## config.mk

```make
export PLATFORM = sky130hd
export DESIGN_NAME = gregorian_date_difference_core
export DESIGN_NICKNAME = d
export VERILOG_FILES = /design/src/hw/rtl/gdd_pkg.sv /design/src/hw/rtl/gdd_day_number.sv /design/src/hw/rtl/gregorian_date_difference_core.sv
export VERILOG_INCLUDE_DIRS = /design/src /design/src/hw/rtl
export SDC_FILE = /design/constraint.sdc
export NUM_CORES = 1
export LEC_CHECK = 0
export BUFFER_PORTS_ARGS = -buffer_cell sky130_fd_sc_hd__buf_2
export CAP_MARGIN = 20
export CORE_UTILIZATION = 59
export DETAILED_ROUTE_END_ITERATION = 8
export GPL_ROUTABILITY_DRIVEN = 0
export GPL_TIMING_DRIVEN = 1
export PLACE_DENSITY_LB_ADDON = 0.15
export SYNTH_ARGS = -nofsm -noshare
export SYNTH_HDL_FRONTEND = slang
export SYNTH_HIERARCHICAL = 1
export SYNTH_SLANG_ARGS = --single-unit
export TNS_END_PERCENT = 5
```

## constraint.sdc

```tcl
create_clock -name clock -period 14 [get_ports clock]
set_clock_uncertainty 0.05 [all_clocks]
set_input_delay 2.1 -clock clock [delete_from_list [all_inputs] [get_ports clock]]
set_output_delay 2.1 -clock clock [all_outputs]
set_load 0.02 [all_outputs]
```

## src/hw/rtl/assert_macros.svh

```systemverilog
// assertion macros used by the rtl top level
// no dependencies
`ifndef ASSERT_MACROS_SVH
`define ASSERT_MACROS_SVH

// property that must hold at every clock edge outside reset
`define GDD_ASSERT(label, clk, rst, prop, msg) \
   label: assert property (@(posedge clk) disable iff (rst) (prop)) else $error(msg);

// property whose consequent is checked in the cycle after its antecedent
`define GDD_ASSERT_NEXT(label, clk, rst, ante, cons, msg) \
   label: assert property (@(posedge clk) disable iff (rst) (ante) |=> (cons)) else $error(msg);

`endif

```

## src/hw/rtl/gdd_pkg.sv

```systemverilog
// types, constants and calendar tables for the gregorian date difference core
// no dependencies
package gdd_pkg;

   localparam int unsigned DayWidth   = 5;
   localparam int unsigned MonthWidth = 4;
   localparam int unsigned YearWidth  = 14;
   localparam int unsigned NumWidth   = 23;
   localparam int unsigned DiffWidth  = 24;

   // floor(y / 100) as (y * Recip100) >> Recip100Shift, exact for y below 43690
   localparam logic [15:0] Recip100      = 16'd41944;
   localparam int unsigned Recip100Shift = 22;

   localparam logic [MonthWidth-1:0] MonthFeb = 4'd2;

   typedef struct packed {
      logic [DayWidth-1:0]   day;
      logic [MonthWidth-1:0] month;
      logic [YearWidth-1:0]  year;
   } date_type;

   typedef struct packed {
      logic                ok;
      logic [NumWidth-1:0] num;
   } date_result_type;

   typedef struct packed {
      logic [DayWidth-1:0]   first_day;
      logic [MonthWidth-1:0] first_month;
      logic [YearWidth-1:0]  first_year;
      logic [DayWidth-1:0]   second_day;
      logic [MonthWidth-1:0] second_month;
      logic [YearWidth-1:0]  second_year;
   } req_word_type;

   typedef struct packed {
      logic signed [DiffWidth-1:0] day_difference;
      logic                        dates_valid;
   } rsp_word_type;

   // length of a common-year month, zero for a code that is no month
   function automatic logic [DayWidth-1:0] month_len(input logic [MonthWidth-1:0] m);
      logic [DayWidth-1:0] len;
      unique case (m)
         4'd1, 4'd3, 4'd5, 4'd7, 4'd8, 4'd10, 4'd12: len = 5'd31;
         4'd4, 4'd6, 4'd9, 4'd11:                    len = 5'd30;
         4'd2:                                       len = 5'd28;
         default:                                    len = 5'd0;
      endcase
      return len;
   endfunction

   // days in a common year ahead of the first of the month
   function automatic logic [8:0] days_before_month(input logic [MonthWidth-1:0] m);
      logic [8:0] n;
      unique case (m)
         4'd1:    n = 9'd0;
         4'd2:    n = 9'd31;
         4'd3:    n = 9'd59;
         4'd4:    n = 9'd90;
         4'd5:    n = 9'd120;
         4'd6:    n = 9'd151;
         4'd7:    n = 9'd181;
         4'd8:    n = 9'd212;
         4'd9:    n = 9'd243;
         4'd10:   n = 9'd273;
         4'd11:   n = 9'd304;
         4'd12:   n = 9'd334;
         default: n = 9'd0;
      endcase
      return n;
   endfunction

endpackage

```

## src/hw/rtl/gdd_day_number.sv

```systemverilog
// three-stage day number unit: checks one date and counts days from 1 jan of year 0
// depends on gdd_pkg
module gdd_day_number (
   input  logic                     clock,
   input  logic                     enable,
   input  gdd_pkg::date_type        date_in,
   output gdd_pkg::date_result_type result
);

   // stage 1: century quotient by reciprocal multiply
   gdd_pkg::date_type s1_date_ff;
   logic [7:0]        s1_q100_ff;
   logic [29:0]       q100_prod;
   logic [7:0]        q100_in;

   assign q100_prod = {16'd0, date_in.year} * {14'd0, gdd_pkg::Recip100};
   assign q100_in   = q100_prod[gdd_pkg::Recip100Shift +: 8];

   always_ff @(posedge clock) begin
      if (enable) begin
         s1_date_ff <= date_in;
         s1_q100_ff <= q100_in;
      end
   end

   // stage 2: leap rule, leap day count and date check
   gdd_pkg::date_type s2_date_ff;
   logic              s2_leap_ff;
   logic [12:0]       s2_leaps_ff;
   logic              s2_ok_ff;
   logic [14:0]       hundreds;
   logic [6:0]        r100;
   logic              r100_nz;
   logic              leap_in;
   logic [12:0]       ceil4;
   logic [12:0]       ceil100;
   logic [12:0]       ceil400;
   logic [12:0]       leaps_in;
   logic [4:0]        len;
   logic              ok_in;

   always_comb begin
      hundreds = {7'd0, s1_q100_ff} * 15'd100;
      r100     = 7'({1'b0, s1_date_ff.year} - hundreds);
      r100_nz  = (r100 != 7'd0);
      leap_in  = ((s1_date_ff.year[1:0] == 2'd0) && r100_nz) ||
                 (!r100_nz && (s1_q100_ff[1:0] == 2'd0));
      ceil4    = 13'(({1'b0, s1_date_ff.year} + 15'd3) >> 2);
      ceil100  = {5'd0, s1_q100_ff} + {12'd0, r100_nz};
      ceil400  = {7'd0, s1_q100_ff[7:2]} +
                 {12'd0, (r100_nz || (s1_q100_ff[1:0] != 2'd0))};
      leaps_in = ceil4 - ceil100 + ceil400;
      len      = gdd_pkg::month_len(s1_date_ff.month);
      if ((s1_date_ff.month == gdd_pkg::MonthFeb) && leap_in) begin
         len = 5'd29;
      end
      ok_in    = (s1_date_ff.day != 5'd0) && (s1_date_ff.day <= len);
   end

   always_ff @(posedge clock) begin
      if (enable) begin
         s2_date_ff  <= s1_date_ff;
         s2_leap_ff  <= leap_in;
         s2_leaps_ff <= leaps_in;
         s2_ok_ff    <= ok_in;
      end
   end

   // stage 3: day number
   gdd_pkg::date_result_type s3_result_ff;
   gdd_pkg::date_result_type s3_result_in;
   logic [22:0]              year_days;
   logic                     after_feb;

   always_comb begin
      year_days  = {9'd0, s2_date_ff.year} * 23'd365;
      after_feb  = (s2_date_ff.month > gdd_pkg::MonthFeb) && s2_leap_ff;
      s3_result_in.ok  = s2_ok_ff;
      s3_result_in.num = year_days + {10'd0, s2_leaps_ff} +
                         {14'd0, gdd_pkg::days_before_month(s2_date_ff.month)} +
                         {22'd0, after_feb} + {18'd0, s2_date_ff.day} - 23'd1;
   end

   always_ff @(posedge clock) begin
      if (enable) begin
         s3_result_ff <= s3_result_in;
      end
   end

   assign result = s3_result_ff;

endmodule

```

## src/hw/rtl/gregorian_date_difference_core.sv

```systemverilog
// top level of the gregorian date difference core: two day number units and the subtract
// depends on gdd_pkg, gdd_day_number and assert_macros.svh
//
//   channel  direction  handshake            word
//   req      in         req_valid/req_stall  two dates (day, month, year each)
//   rsp      out        rsp_valid/rsp_stall  signed day difference and valid flag
//
// rsp_valid rises as a word enters the output register; one per cycle unless stalled.
// three stages sit in each day number unit (quotient, leap count, day number),
// the fourth is the subtract into the output register.
// reset clears the stage valid bits and rsp_valid only; payload registers are not reset.
// a stalled rsp word freezes the whole pipeline and raises req_stall.
`include "assert_macros.svh"

module gregorian_date_difference_core (
   input  logic                  clock,
   input  logic                  reset,
   input  logic                  req_valid,
   output logic                  req_stall,
   input  gdd_pkg::req_word_type req_word,
   output logic                  rsp_valid,
   input  logic                  rsp_stall,
   output gdd_pkg::rsp_word_type rsp_word
);

   // pipeline advance
   logic enable;
   logic rsp_valid_ff;

   assign enable    = !rsp_valid_ff || !rsp_stall;
   assign req_stall = !enable;

   // per-stage valid bits
   logic [2:0] stage_valid_ff;
   logic [2:0] stage_valid_in;

   assign stage_valid_in = {stage_valid_ff[1:0], req_valid};

   always_ff @(posedge clock) begin
      if (reset) begin
         stage_valid_ff <= 3'd0;
         rsp_valid_ff   <= 1'b0;
      end else if (enable) begin
         stage_valid_ff <= stage_valid_in;
         rsp_valid_ff   <= stage_valid_ff[2];
      end
   end

   // day numbers of both dates
   gdd_pkg::date_type        first_date;
   gdd_pkg::date_type        second_date;
   gdd_pkg::date_result_type first_num;
   gdd_pkg::date_result_type second_num;

   assign first_date.day    = req_word.first_day;
   assign first_date.month  = req_word.first_month;
   assign first_date.year   = req_word.first_year;
   assign second_date.day   = req_word.second_day;
   assign second_date.month = req_word.second_month;
   assign second_date.year  = req_word.second_year;

   gdd_day_number first_unit (
      .clock   (clock),
      .enable  (enable),
      .date_in (first_date),
      .result  (first_num)
   );

   gdd_day_number second_unit (
      .clock   (clock),
      .enable  (enable),
      .date_in (second_date),
      .result  (second_num)
   );

   // difference into the output register
   gdd_pkg::rsp_word_type rsp_word_ff;
   gdd_pkg::rsp_word_type rsp_word_in;

   always_comb begin
      rsp_word_in.dates_valid = first_num.ok && second_num.ok;
      if (rsp_word_in.dates_valid) begin
         rsp_word_in.day_difference = $signed({1'b0, second_num.num} - {1'b0, first_num.num});
      end else begin
         rsp_word_in.day_difference = '0;
      end
   end

   always_ff @(posedge clock) begin
      if (enable) begin
         rsp_word_ff <= rsp_word_in;
      end
   end

   assign rsp_valid = rsp_valid_ff;
   assign rsp_word  = rsp_word_ff;

   // checks
   `GDD_ASSERT(a_invalid_zero, clock, reset,
      !rsp_valid_ff || rsp_word_ff.dates_valid || (rsp_word_ff.day_difference == 24'sd0),
      "invalid dates with nonzero difference")
   `GDD_ASSERT(a_diff_range, clock, reset,
      !rsp_valid_ff || ((rsp_word_ff.day_difference <= 24'sd5984132) &&
      (rsp_word_ff.day_difference >= -24'sd5984132)),
      "difference out of range")
   `GDD_ASSERT_NEXT(a_accept_enters, clock, reset, req_valid && !req_stall,
      stage_valid_ff[0], "accepted word did not enter stage one")
   `GDD_ASSERT_NEXT(a_stall_holds, clock, reset, req_stall,
      $stable(stage_valid_ff) && rsp_valid_ff, "pipeline moved while stalled")

endmodule
```

After elaboration in Yosys (flattened, before gate mapping) --
Memories as Yosys holds them, arrays and structs flattened. A register that Yosys moved wholly into a read port is not among the register bits. Cells that the tools add are included.
Word-level totals: bits in read-only memories 448, output and inout port bits 27, logic and storage cells 104, memories kept 4, input port bits 50, register bits after elaboration 215
Cells by class: $add $sub $neg 23, reductions and logical operators 31, muxes and demuxes 6, multipliers 6, equality and inequality tests 2, order comparisons 4
Memory list:
- (name not given) | words 16, width 9, rd ports 1, clocked after memory_dff 1, write ports 0, RTL line gdd_pkg.sv:57 | unique case (m)
- (name not given) | words 16, width 9, rd ports 1, clocked after memory_dff 1, write ports 0, RTL line gdd_pkg.sv:57
- (name not given) | words 16, width 5, rd ports 1, clocked after memory_dff 1, write ports 0, RTL line gdd_pkg.sv:45 | unique case (m)
- (name not given) | words 16, width 5, rd ports 1, clocked after memory_dff 1, write ports 0, RTL line gdd_pkg.sv:45
Operators by type and width (count):
- 14-bit by 13-bit multiplier with 27-bit output, second input constant | 2
- 23-bit by 1-bit adder with 23-bit output | 2
- 23-bit by 13-bit adder with 23-bit output | 2
- 23-bit by 5-bit adder with 23-bit output | 2
- 23-bit by 9-bit adder with 23-bit output | 2
- 14-bit by 9-bit multiplier with 23-bit output, second input constant | 2
- 23-bit by 1-bit subtractor with 23-bit output, second input constant | 2
- 14-bit by 2-bit adder with 15-bit output, second input constant | 2
- 13-bit adder | 2
- 13-bit subtractor | 2
- 23-bit by 23-bit subtractor with 24-bit output | 1
- 8-bit by 1-bit adder with 9-bit output | 2
- 8-bit by 5-bit multiplier with 5-bit output, second input constant | 2
- 4-bit 2-to-1 mux | 4
- 6-bit by 1-bit adder with 7-bit output | 2
- 7-bit nonzero test | 2
- 7-bit subtractor | 2
- 1-bit logical AND | 11
- 5-bit less-or-equal comparator | 2
- 5-bit 2-to-1 mux | 2
- 5-bit nonzero test | 2
- 4-bit by 2-bit == test with 1-bit output, second input constant | 2
- 4-bit by 2-bit greater-than comparator with 1-bit output, second input constant | 2
- 2-bit zero test | 4
- 3 further kinds | 12

Longest topological paths before layout --
Gate-level depths: netlist (run 1).
depth after elaboration 10, gate-level depth with buffers 21, gate-level depth less buffers 21

Modules after synthesis --
The synthesis (run 1) kept the hierarchy.
By module, submodules not included:
- gdd_day_number at second_unit | seq. area each 3032.9 um^2, cells each 1150, area each 12495.7 um^2, instances 1
- gdd_day_number at first_unit | seq. area each 3032.9 um^2, cells each 1098, area each 12124.1 um^2, instances 1
- gregorian_date_difference_core | seq. area each 830.8 um^2, cells each 279, area each 2374.8 um^2, instances 1

Worst setup path before layout (run 1) --
No wires, ideal clock.
path type input to output, start input port rsp_stall, end output port req_stall, slack 4.047 ns, stages on the path 2, arrival time 7.803 ns, buffers on the path 0, data required time 11.850 ns, cell sequence nand2_1 inv_1
Between the ends: cells in the longest elaborated chain, start to end 3
RTL lines:
- from (decl) | RTL line gregorian_date_difference_core.sv:22 | input logic rsp_stall,
- 1-bit zero test | RTL line gregorian_date_difference_core.sv:30 | assign enable = !rsp_valid_ff || !rsp_stall;
- 1-bit logical OR | RTL line gregorian_date_difference_core.sv:30
- 1-bit zero test | RTL line gregorian_date_difference_core.sv:31 | assign req_stall = !enable;
- to (decl) | RTL line gregorian_date_difference_core.sv:19 | output logic req_stall,
Every way passes these cells.

Worst setup path after layout (run 1) --
start input port req_word[10] in the netlist's numbering, end register second_unit.s1_q100_ff[5], data pin
Between the ends: cells in the longest elaborated chain, start to end 1
RTL lines:
- from (decl) | RTL line gregorian_date_difference_core.sv:20 | input gdd_pkg::req_word_type req_word,
- 14-bit by 13-bit multiplier with 27-bit output | RTL line gdd_day_number.sv:16 | assign q100_prod = {16'd0, date_in.year} * {14'd0, gdd_pkg::Recip100};
- named net second_unit.q100_prod[27] | RTL line gdd_day_number.sv:13 | logic [29:0] q100_prod;
- to (signal assigned) | RTL line gdd_day_number.sv:22 | s1_q100_ff <= q100_in;
- to (decl) | RTL line gdd_day_number.sv:12 | logic [7:0] s1_q100_ff;
The timed path passes the listed nets, and every way through them passes these cells. A chain may end at the register's enable or synchronous reset.

==> results of run 1 <==
## per-layer routing
| layer | vias to the layer above | GRT usage, % | wire length, um |
|---|---|---|---|
| li1 | 8543 | - | - |
| met1 | 8486 | 31.1 | 23900 |
| met2 | 309 | 41.2 | 25600 |
| met3 | 77 | 2.75 | 1900 |
| met4 | 0 | 6.60 | 1150 |
| met5 | - | 0 | 0 |
## kinds of logic (layout without fill, tap and decap cells)
kind of cell	count (synthesis)	after routing	synth area share (%)
other	0	2	0
AO/OA/AOI/OAI	360	360	9.07
adder cells (fa/ha/maj)	780	780	44.9
AND/OR/NAND/NOR	370	370	6.68
multiplexers	31	31	1.17
flip-flops	239	239	25.5
buffers and inverters	631	750	8.83
XOR/XNOR	116	116	3.84
## layout make-up
cell class,instances,area [um^2],share of cell area [%]
diodes,2,5.00,0.0172
clock buffers,33,762,2.62
clock inverters,19,163,0.560
inverters,618,2320,7.99
multi-input cells,1657,17700,61.0
flip-flops and latches,239,6900,23.8
well taps,600,751,2.59
repair buffers,80,410,1.41
## worst max path at each step
| stage | from | to | slack, ps | depth (start not counted) |
|---|---|---|---|---|
| 2_1_floorplan | rsp_stall | req_stall | 4050 | 2 |
| 3_3_place_gp | req_word[33] | first_unit/s1_q100_ff[4] | 7460 | 18 |
| 3_5_place_dp | req_word[8] | second_unit/s1_q100_ff[5] | 7280 | 17 |
| 4_1_cts | req_word[8] | second_unit/s1_q100_ff[5] | 7880 | 17 |
| 5_1_grt | req_word[8] | second_unit/s1_q100_ff[5] | 7590 | 17 |
| 6_report | req_word[10] | second_unit/s1_q100_ff[5] | 7850 | 17 |
## synth_stat cells (all sizes together), types with 5 or more instances
cell / instances
fa: 313
edfxtp: 211
a21boi: 6
nor3: 31
nand2: 100
mux2: 5
a31oi: 18
nand2b: 21
and2: 8
o2111ai: 5
a21oi: 109
nand3: 40
o21bai: 12
xnor2: 73
nor2b: 16
xor2: 42
o31ai: 5
dfxtp: 28
o311ai: 6
or3: 9
a311oi: 5
o21a: 19
nor2: 91
a211oi: 16
buf: 8
nand4: 15
o21ai: 62
mux2i: 26
clkbuf: 5
and3: 16
a21o: 46
ha: 467
a2111oi: 5
inv: 618
o211ai: 15
## through the flow
stage	hold WS, ps	cell area, um^2
finish	380	29000
global route	399	29000
global placement	355	28100
floorplan	350	27000
detailed placement	373	28100
CTS	388	29000
==> results_tabular.tex, run 1 <==
\begin{tabular}{lr}
\hline
Metric & Value \\
\hline
\multicolumn{2}{l}{\textbf{Global route}} \\
\quad Global-route wire length before repair & roughly 90000 um \\
\quad Vias in the first global route & 18555 \\
\quad Combined global-route utilization of all metal layers & a little under a quarter \\
\quad Number of antenna violations at the first check in global routing & 2 \\
\quad Pin count of the biggest net entering global routing & 74 \\
\quad Sum of overflow across all layers after global routing & 0 \\
\multicolumn{2}{l}{\textbf{Synth}} \\
\quad Yosys warning count & 6 \\
\quad Post-synth EDFFs & about 210 \\
\quad Number of library cell types mapped by synthesis & 81 \\
\quad Post-Synthesis Net Count & $\sim$3400 \\
\quad Mean post-synth cell area & 10.7 um\^{}2 \\
\quad Cells taking the most area after synthesis & sky130\_fd\_sc\_hd\_\_edfxtp\_1 (23\%), sky130\_fd\_sc\_hd\_\_fa\_1 (23\%), sky130\_fd\_sc\_hd\_\_ha\_1 (22\%) \\
\quad Synthesized instance count & 2527 \\
\quad Post-synth top area cell & sky130\_fd\_sc\_hd\_\_edfxtp\_1 \\
\quad Yosys top cell area share & 23.5\% \\
\quad Share of synthesized registers carrying an async set or reset & 0\% \\
\quad Post-synthesis sequential area ratio & 25.5\% \\
\quad Top\_reg\_cell synth & sky130\_fd\_sc\_hd\_\_edfxtp\_1 \\
\quad Number of storage elements in the synthesis netlist & approximately 240 \\
\quad Post-Syn Area & 27000 um\^{}2 \\
\multicolumn{2}{l}{\textbf{Drt}} \\
\quad Via density per instance & 5.36 \\
\quad DR WL/cell & 16.2 um \\
\quad Routed Wire Length & roughly 53000 um \\
\quad Number of iterations in the first detailed-routing pass & 7 \\
\quad Antenna viol nets, final & 0 \\
\quad Initial DRC count & 846 \\
\quad Total vias in the final route & 17415 \\
\quad Drt drc & 2 \\
\multicolumn{2}{l}{\textbf{Placed design}} \\
\quad Pre-CTS setup slack & 7280 ps \\
\quad Port buffer count & 76 \\
\quad HPWL after detailed placement & 44000 um \\
\quad Placed cell count & approximately 3200 \\
\multicolumn{2}{l}{\textbf{Worst setup path}} \\
\quad Worst Path Arrival & 6400 ps \\
\quad CP max stage cell & sky130\_fd\_sc\_hd\_\_fa\_1 \\
\quad Worst setup path category & input pin to flip-flop \\
\quad Kind of cell with the highest combined delay on the critical path & adder cells \\
\quad Worst reg2reg setup slack & between 8000 and 9000 ps \\
\quad Sort of element at the start of the critical path & input pin \\
\quad Cell depth of the worst flop-to-flop path & 19 \\
\quad Required time at the endpoint of the critical path & 14250 ps \\
\quad Terminus of the critical flop-to-flop path & second\_unit/s2\_leaps\_ff[10] \\
\quad Count of buffer and inverter cells on the critical path & 5 \\
\quad Critical-path cell list & buf\_2, ha\_1, inv\_1, fa\_1, inv\_1, fa\_1, inv\_1, fa\_1, fa\_1, inv\_1, ha\_1, a21oi\_1, nand2\_1, o31ai\_1, nand2\_1, a211oi\_1, xnor2\_1 \\
\quad Stage delay of the slowest cell on the critical path & 540 ps \\
\quad Capturing element type of the critical path & flip-flop \\
\quad Biggest fanout along the worst timing path & 7 \\
\quad Crit Reg-Reg Startpoint & second\_unit/s1\_q100\_ff[3] \\
\multicolumn{2}{l}{\textbf{Clock network}} \\
\quad CTS H-Tree Depth & 1 \\
\quad Buffer cell driving the clock tree root & sky130\_fd\_sc\_hd\_\_clkbuf\_16 \\
\quad Clock Sink Count & between 200 and 250 \\
\quad TritonCTS clock tree & done \\
\quad TritonCTS Buffers & 28 \\
\quad Number of gates resized after cts & 0 \\
\quad Hold buffers post-CTS & 0 \\
\quad Maximum buffer depth of the clock tree & 3 \\
\quad Worst-path clk slew & approximately 60 ps \\
\quad Post-CTS setup buffer count & 0 \\
\quad Clock latency on the worst-skew pair & 580 ps \\
\multicolumn{2}{l}{\textbf{Timing}} \\
\quad Slew at the pin with the worst max-slew slack & 1000 ps \\
\quad Setup repair after global routing missed its margin & false \\
\quad Number of endpoints with negative hold slack in the final report & 0 \\
\quad Max Transition Viols Final & 0 \\
\quad Fin crit period & 6150 ps \\
\quad Worst slew margin & around 33\% \\
\quad Setup violators final & 0 \\
\quad Fin worst setup slack & 7850 ps \\
\quad Final total negative setup slack & 0 ps \\
\quad Highest clock frequency the design can meet & 0.163 GHz \\
\quad Final worst path period share & 43.9\% \\
\multicolumn{2}{l}{\textbf{Layout}} \\
\quad Share of final-layout standard cells stronger than drive strength 1 & 6.16\% \\
\quad Filler cells & 3647 \\
\quad Area delta synth->final & 7.54\% \\
\quad Count of non-filler cells in the finished layout & 3248 \\
\quad Commonest cells after routing, fill and taps aside & sky130\_fd\_sc\_hd\_\_inv\_1 (618), sky130\_fd\_sc\_hd\_\_ha\_1 (467), sky130\_fd\_sc\_hd\_\_fa\_1 (313) \\
\quad Leading cell type in the layout, fill and taps excluded & sky130\_fd\_sc\_hd\_\_inv\_1 \\
\quad Nets & 3454 \\
\quad Final cell utilization of the core & 64.1\% \\
\multicolumn{2}{l}{\textbf{Min path}} \\
\quad Worst Hold Path EP & second\_unit/result[23] \\
\quad Hold Path Class & flip-flop to flip-flop \\
\quad Instance count along the most critical hold path & 0 \\
\quad Launch instance of the worst min-delay path & second\_unit/s2\_ok\_ff \\
\multicolumn{2}{l}{\textbf{Floorplan}} \\
\quad Starting density of the core & 59.6\% \\
\quad I/O pins & just under 80 \\
\quad Area inside the core boundary & approximately 45000 um\^{}2 \\
\quad Rows & 78 \\
\quad DIE WIDTH & 216 um \\
\quad Die outline height & 216 um \\
\quad Die outline area & 46600 um\^{}2 \\
\multicolumn{2}{l}{\textbf{Status}} \\
\quad Status & finished with violations \\
\quad Violated checks & design-rule violations \\
\multicolumn{2}{l}{\textbf{Flow run}} \\
\quad Number of maximum-capacitance constraint violations & 0 \\
\hline
\end{tabular}
Power of run 1 is not shown: default switching activity piles up to over one toggle a cycle in this logic, so the estimate is an artifact.
==> run 2: changes to the inputs <==
Clock period 14 ns to 5.65 ns, I/O delays scaled along.
==> run 2 against run 1 <==
The flow still finishes with violations (design-rule violations). Clock-buffer cell count grew 8. Final area hardly changed. Critical path depth up 2. First-iteration DRC count increased by 2.0%. Global-route usage is 0.087 points lower. Utilization hardly changed. Non-clock buffer count increased by 4. Cell count is 0.15% higher. Sequential share of layout area is essentially flat. Register-to-register slack worse by 8200 ps. Die area stayed put.
==> results_tabular.tex, run 2 (synthesis results as in run 1) <==
\begin{tabular}{lr}
\hline
Metric & Value \\
\hline
\multicolumn{2}{l}{\textbf{Worst setup path}} \\
\quad Crit Reg-Reg Startpoint & second\_unit/s1\_q100\_ff[0] \\
\quad Critical-path cell list & inv\_1, ha\_1, xnor2\_2, xnor3\_1, nor4\_2, o2111ai\_2, nor3\_1, fa\_1, inv\_1, fa\_1, inv\_1, fa\_1, fa\_1, a21o\_1, a21oi\_2, o21bai\_1, a2111oi\_4, nor2\_1, o311ai\_2 \\
\quad Sort of element at the start of the critical path & flip-flop \\
\quad Stage delay of the slowest cell on the critical path & 490 ps \\
\quad Biggest fanout along the worst timing path & 3 \\
\quad Required time at the endpoint of the critical path & about 6000 ps \\
\quad Cell depth of the worst flop-to-flop path & 19 \\
\quad Capturing element type of the critical path & flip-flop \\
\quad Worst reg2reg setup slack & 280 ps \\
\quad Terminus of the critical flop-to-flop path & second\_unit/s2\_leaps\_ff[10] \\
\quad CP max stage cell & sky130\_fd\_sc\_hd\_\_fa\_1 \\
\quad Worst Path Arrival & 5710 ps \\
\quad Top cell by count, worst path & sky130\_fd\_sc\_hd\_\_fa\_1 \\
\quad Worst setup path category & flip-flop to flip-flop \\
\multicolumn{2}{l}{\textbf{Global route}} \\
\quad Met1 capacity usage during global routing & 30.8\% \\
\quad Pin count of the biggest net entering global routing & 100 \\
\quad Met2 track utilization from global routing & 41.7\% \\
\quad Sum of overflow across all layers after global routing & 0 \\
\quad Vias in the first global route & 18594 \\
\quad Combined global-route utilization of all metal layers & a little under a quarter \\
\quad Number of antenna violations at the first check in global routing & 3 \\
\quad Global-route wire length before repair & 88900 um \\
\quad Global routing met3 resource utilization & $\sim$2.7\% \\
\quad Gr busiest metal & met2 \\
\multicolumn{2}{l}{\textbf{Clock network}} \\
\quad Buffer cell driving the clock tree root & sky130\_fd\_sc\_hd\_\_clkbuf\_16 \\
\quad CTS H-Tree Depth & 1 \\
\quad TritonCTS clock tree & done \\
\quad Maximum buffer depth of the clock tree & 3 \\
\quad Hold buffers post-CTS & 0 \\
\quad Clock latency on the worst-skew pair & 570 ps \\
\quad Clock Sink Count & roughly 240 \\
\quad Worst-path clk slew & $\sim$60 ps \\
\quad TritonCTS Buffers & 28 \\
\quad Post-CTS setup buffer count & 0 \\
\quad Number of gates resized after cts & 0 \\
\multicolumn{2}{l}{\textbf{Drt}} \\
\quad Via density per instance & roughly 5.4 \\
\quad Antenna viol nets, final & 0 \\
\quad Number of iterations in the first detailed-routing pass & 7 \\
\quad Initial DRC count & 863 \\
\quad Routed Wire Length & approximately 52000 um \\
\quad Total vias in the final route & 17417 \\
\quad DR WL/cell & 16.1 um \\
\quad Drt drc & 4 \\
\multicolumn{2}{l}{\textbf{Timing}} \\
\quad Setup violators final & 0 \\
\quad Worst slew margin & between 40\% and 50\% \\
\quad Max Transition Viols Final & 0 \\
\quad Fin crit period & about 5400 ps \\
\quad Highest clock frequency the design can meet & 0.186 GHz \\
\quad Slew at the pin with the worst max-slew slack & around 860 ps \\
\quad Number of endpoints with negative hold slack in the final report & 0 \\
\quad Final worst path period share & 95.0\% \\
\quad Final total negative setup slack & 0 ps \\
\multicolumn{2}{l}{\textbf{Placed design}} \\
\quad Port buffer count & 76 \\
\quad Placed cell count & 3198 \\
\quad HPWL after detailed placement & between 40000 and 50000 um \\
\multicolumn{2}{l}{\textbf{Min path}} \\
\quad Worst Hold Path EP & second\_unit/result[23] \\
\quad Hold Path Class & flip-flop to flip-flop \\
\quad Launch instance of the worst min-delay path & second\_unit/s2\_ok\_ff \\
\quad Instance count along the most critical hold path & 0 \\
\multicolumn{2}{l}{\textbf{Layout}} \\
\quad Count of non-filler cells in the finished layout & 3253 \\
\quad Share of final-layout standard cells stronger than drive strength 1 & between 6 and 7\% \\
\quad Nets & $\sim$3500 \\
\quad Commonest cells after routing, fill and taps aside & sky130\_fd\_sc\_hd\_\_inv\_1 (618), sky130\_fd\_sc\_hd\_\_ha\_1 (467), sky130\_fd\_sc\_hd\_\_fa\_1 (313) \\
\quad Area delta synth->final & 7.56\% \\
\quad Leading cell type in the layout, fill and taps excluded & sky130\_fd\_sc\_hd\_\_inv\_1 \\
\multicolumn{2}{l}{\textbf{Floorplan}} \\
\quad Area inside the core boundary & about 45000 um\^{}2 \\
\quad Starting density of the core & 59.6\% \\
\quad Die outline height & roughly 220 um \\
\quad DIE WIDTH & about 220 um \\
\quad Die outline area & 46600 um\^{}2 \\
\quad Rows & 78 \\
\quad I/O pins & 77 \\
\multicolumn{2}{l}{\textbf{Status}} \\
\quad Status & finished with violations \\
\quad Violated checks & design-rule violations \\
\multicolumn{2}{l}{\textbf{Flow run}} \\
\quad Number of maximum-capacitance constraint violations & 0 \\
\hline
\end{tabular}
-- run 2: area by class of cell --
| cell class | instances | area (um^2) |
|---|---|---|
| multi-input cells | 1657 | 17700 |
| flip-flops and latches | 239 | 6900 |
| diodes | 3 | 7.51 |
| inverters | 618 | 2320 |
| well taps | 600 | 751 |
| clock inverters | 11 | 68.8 |
| fillers | 3691 | 16200 |
| clock buffers | 41 | 812 |
| repair buffers | 84 | 440 |
-- run 2: metrics by stage --
step	util [%]	hold WS (ps)	setup slack [ps]	cell area, um^2
after global placement	62.1	355	355	28100
after detailed placement	62.1	386	245	28100
after CTS	64.1	379	209	29000
after global routing	64.1	383	-39.1	29000
final	64.1	386	280	29000
after floorplan	-	350	330	27000
-- run 2: metal layers --
layer  routed length (um)  part of all wire (%)
met5                    0                     0
met2                25800                    49
met1                23600                    45
met3                 1770                   3.4
met4                 1120                   2.1
-- run 2: worst max path at each step --
stage,cells past startpoint,endpoint,startpoint,slack [ps]
2_1_floorplan,7,flip-flop,rsp_stall,330
3_3_place_gp,18,first_unit/s1_q100_ff[7],req_word[31],360
3_5_place_dp,19,second_unit/s2_leaps_ff[10],second_unit/s1_q100_ff[3],240
4_1_cts,19,second_unit/s2_leaps_ff[10],second_unit/s1_q100_ff[3],210
5_1_grt,19,second_unit/s2_leaps_ff[10],second_unit/s1_q100_ff[0],-40
6_report,19,second_unit/s2_leaps_ff[10],second_unit/s1_q100_ff[0],280
-- run 2: critical path, delay by kind of cell (launching register included) --
kind | cells | cell delay, ps
flops | 1 | 420
fa+ha+maj | 5 | 1900
simple gates | 3 | 600
compound gates | 6 | 1420
buf+inv | 3 | 240
xor+xnor | 2 | 560
Power of run 2 is left out for the same reason.
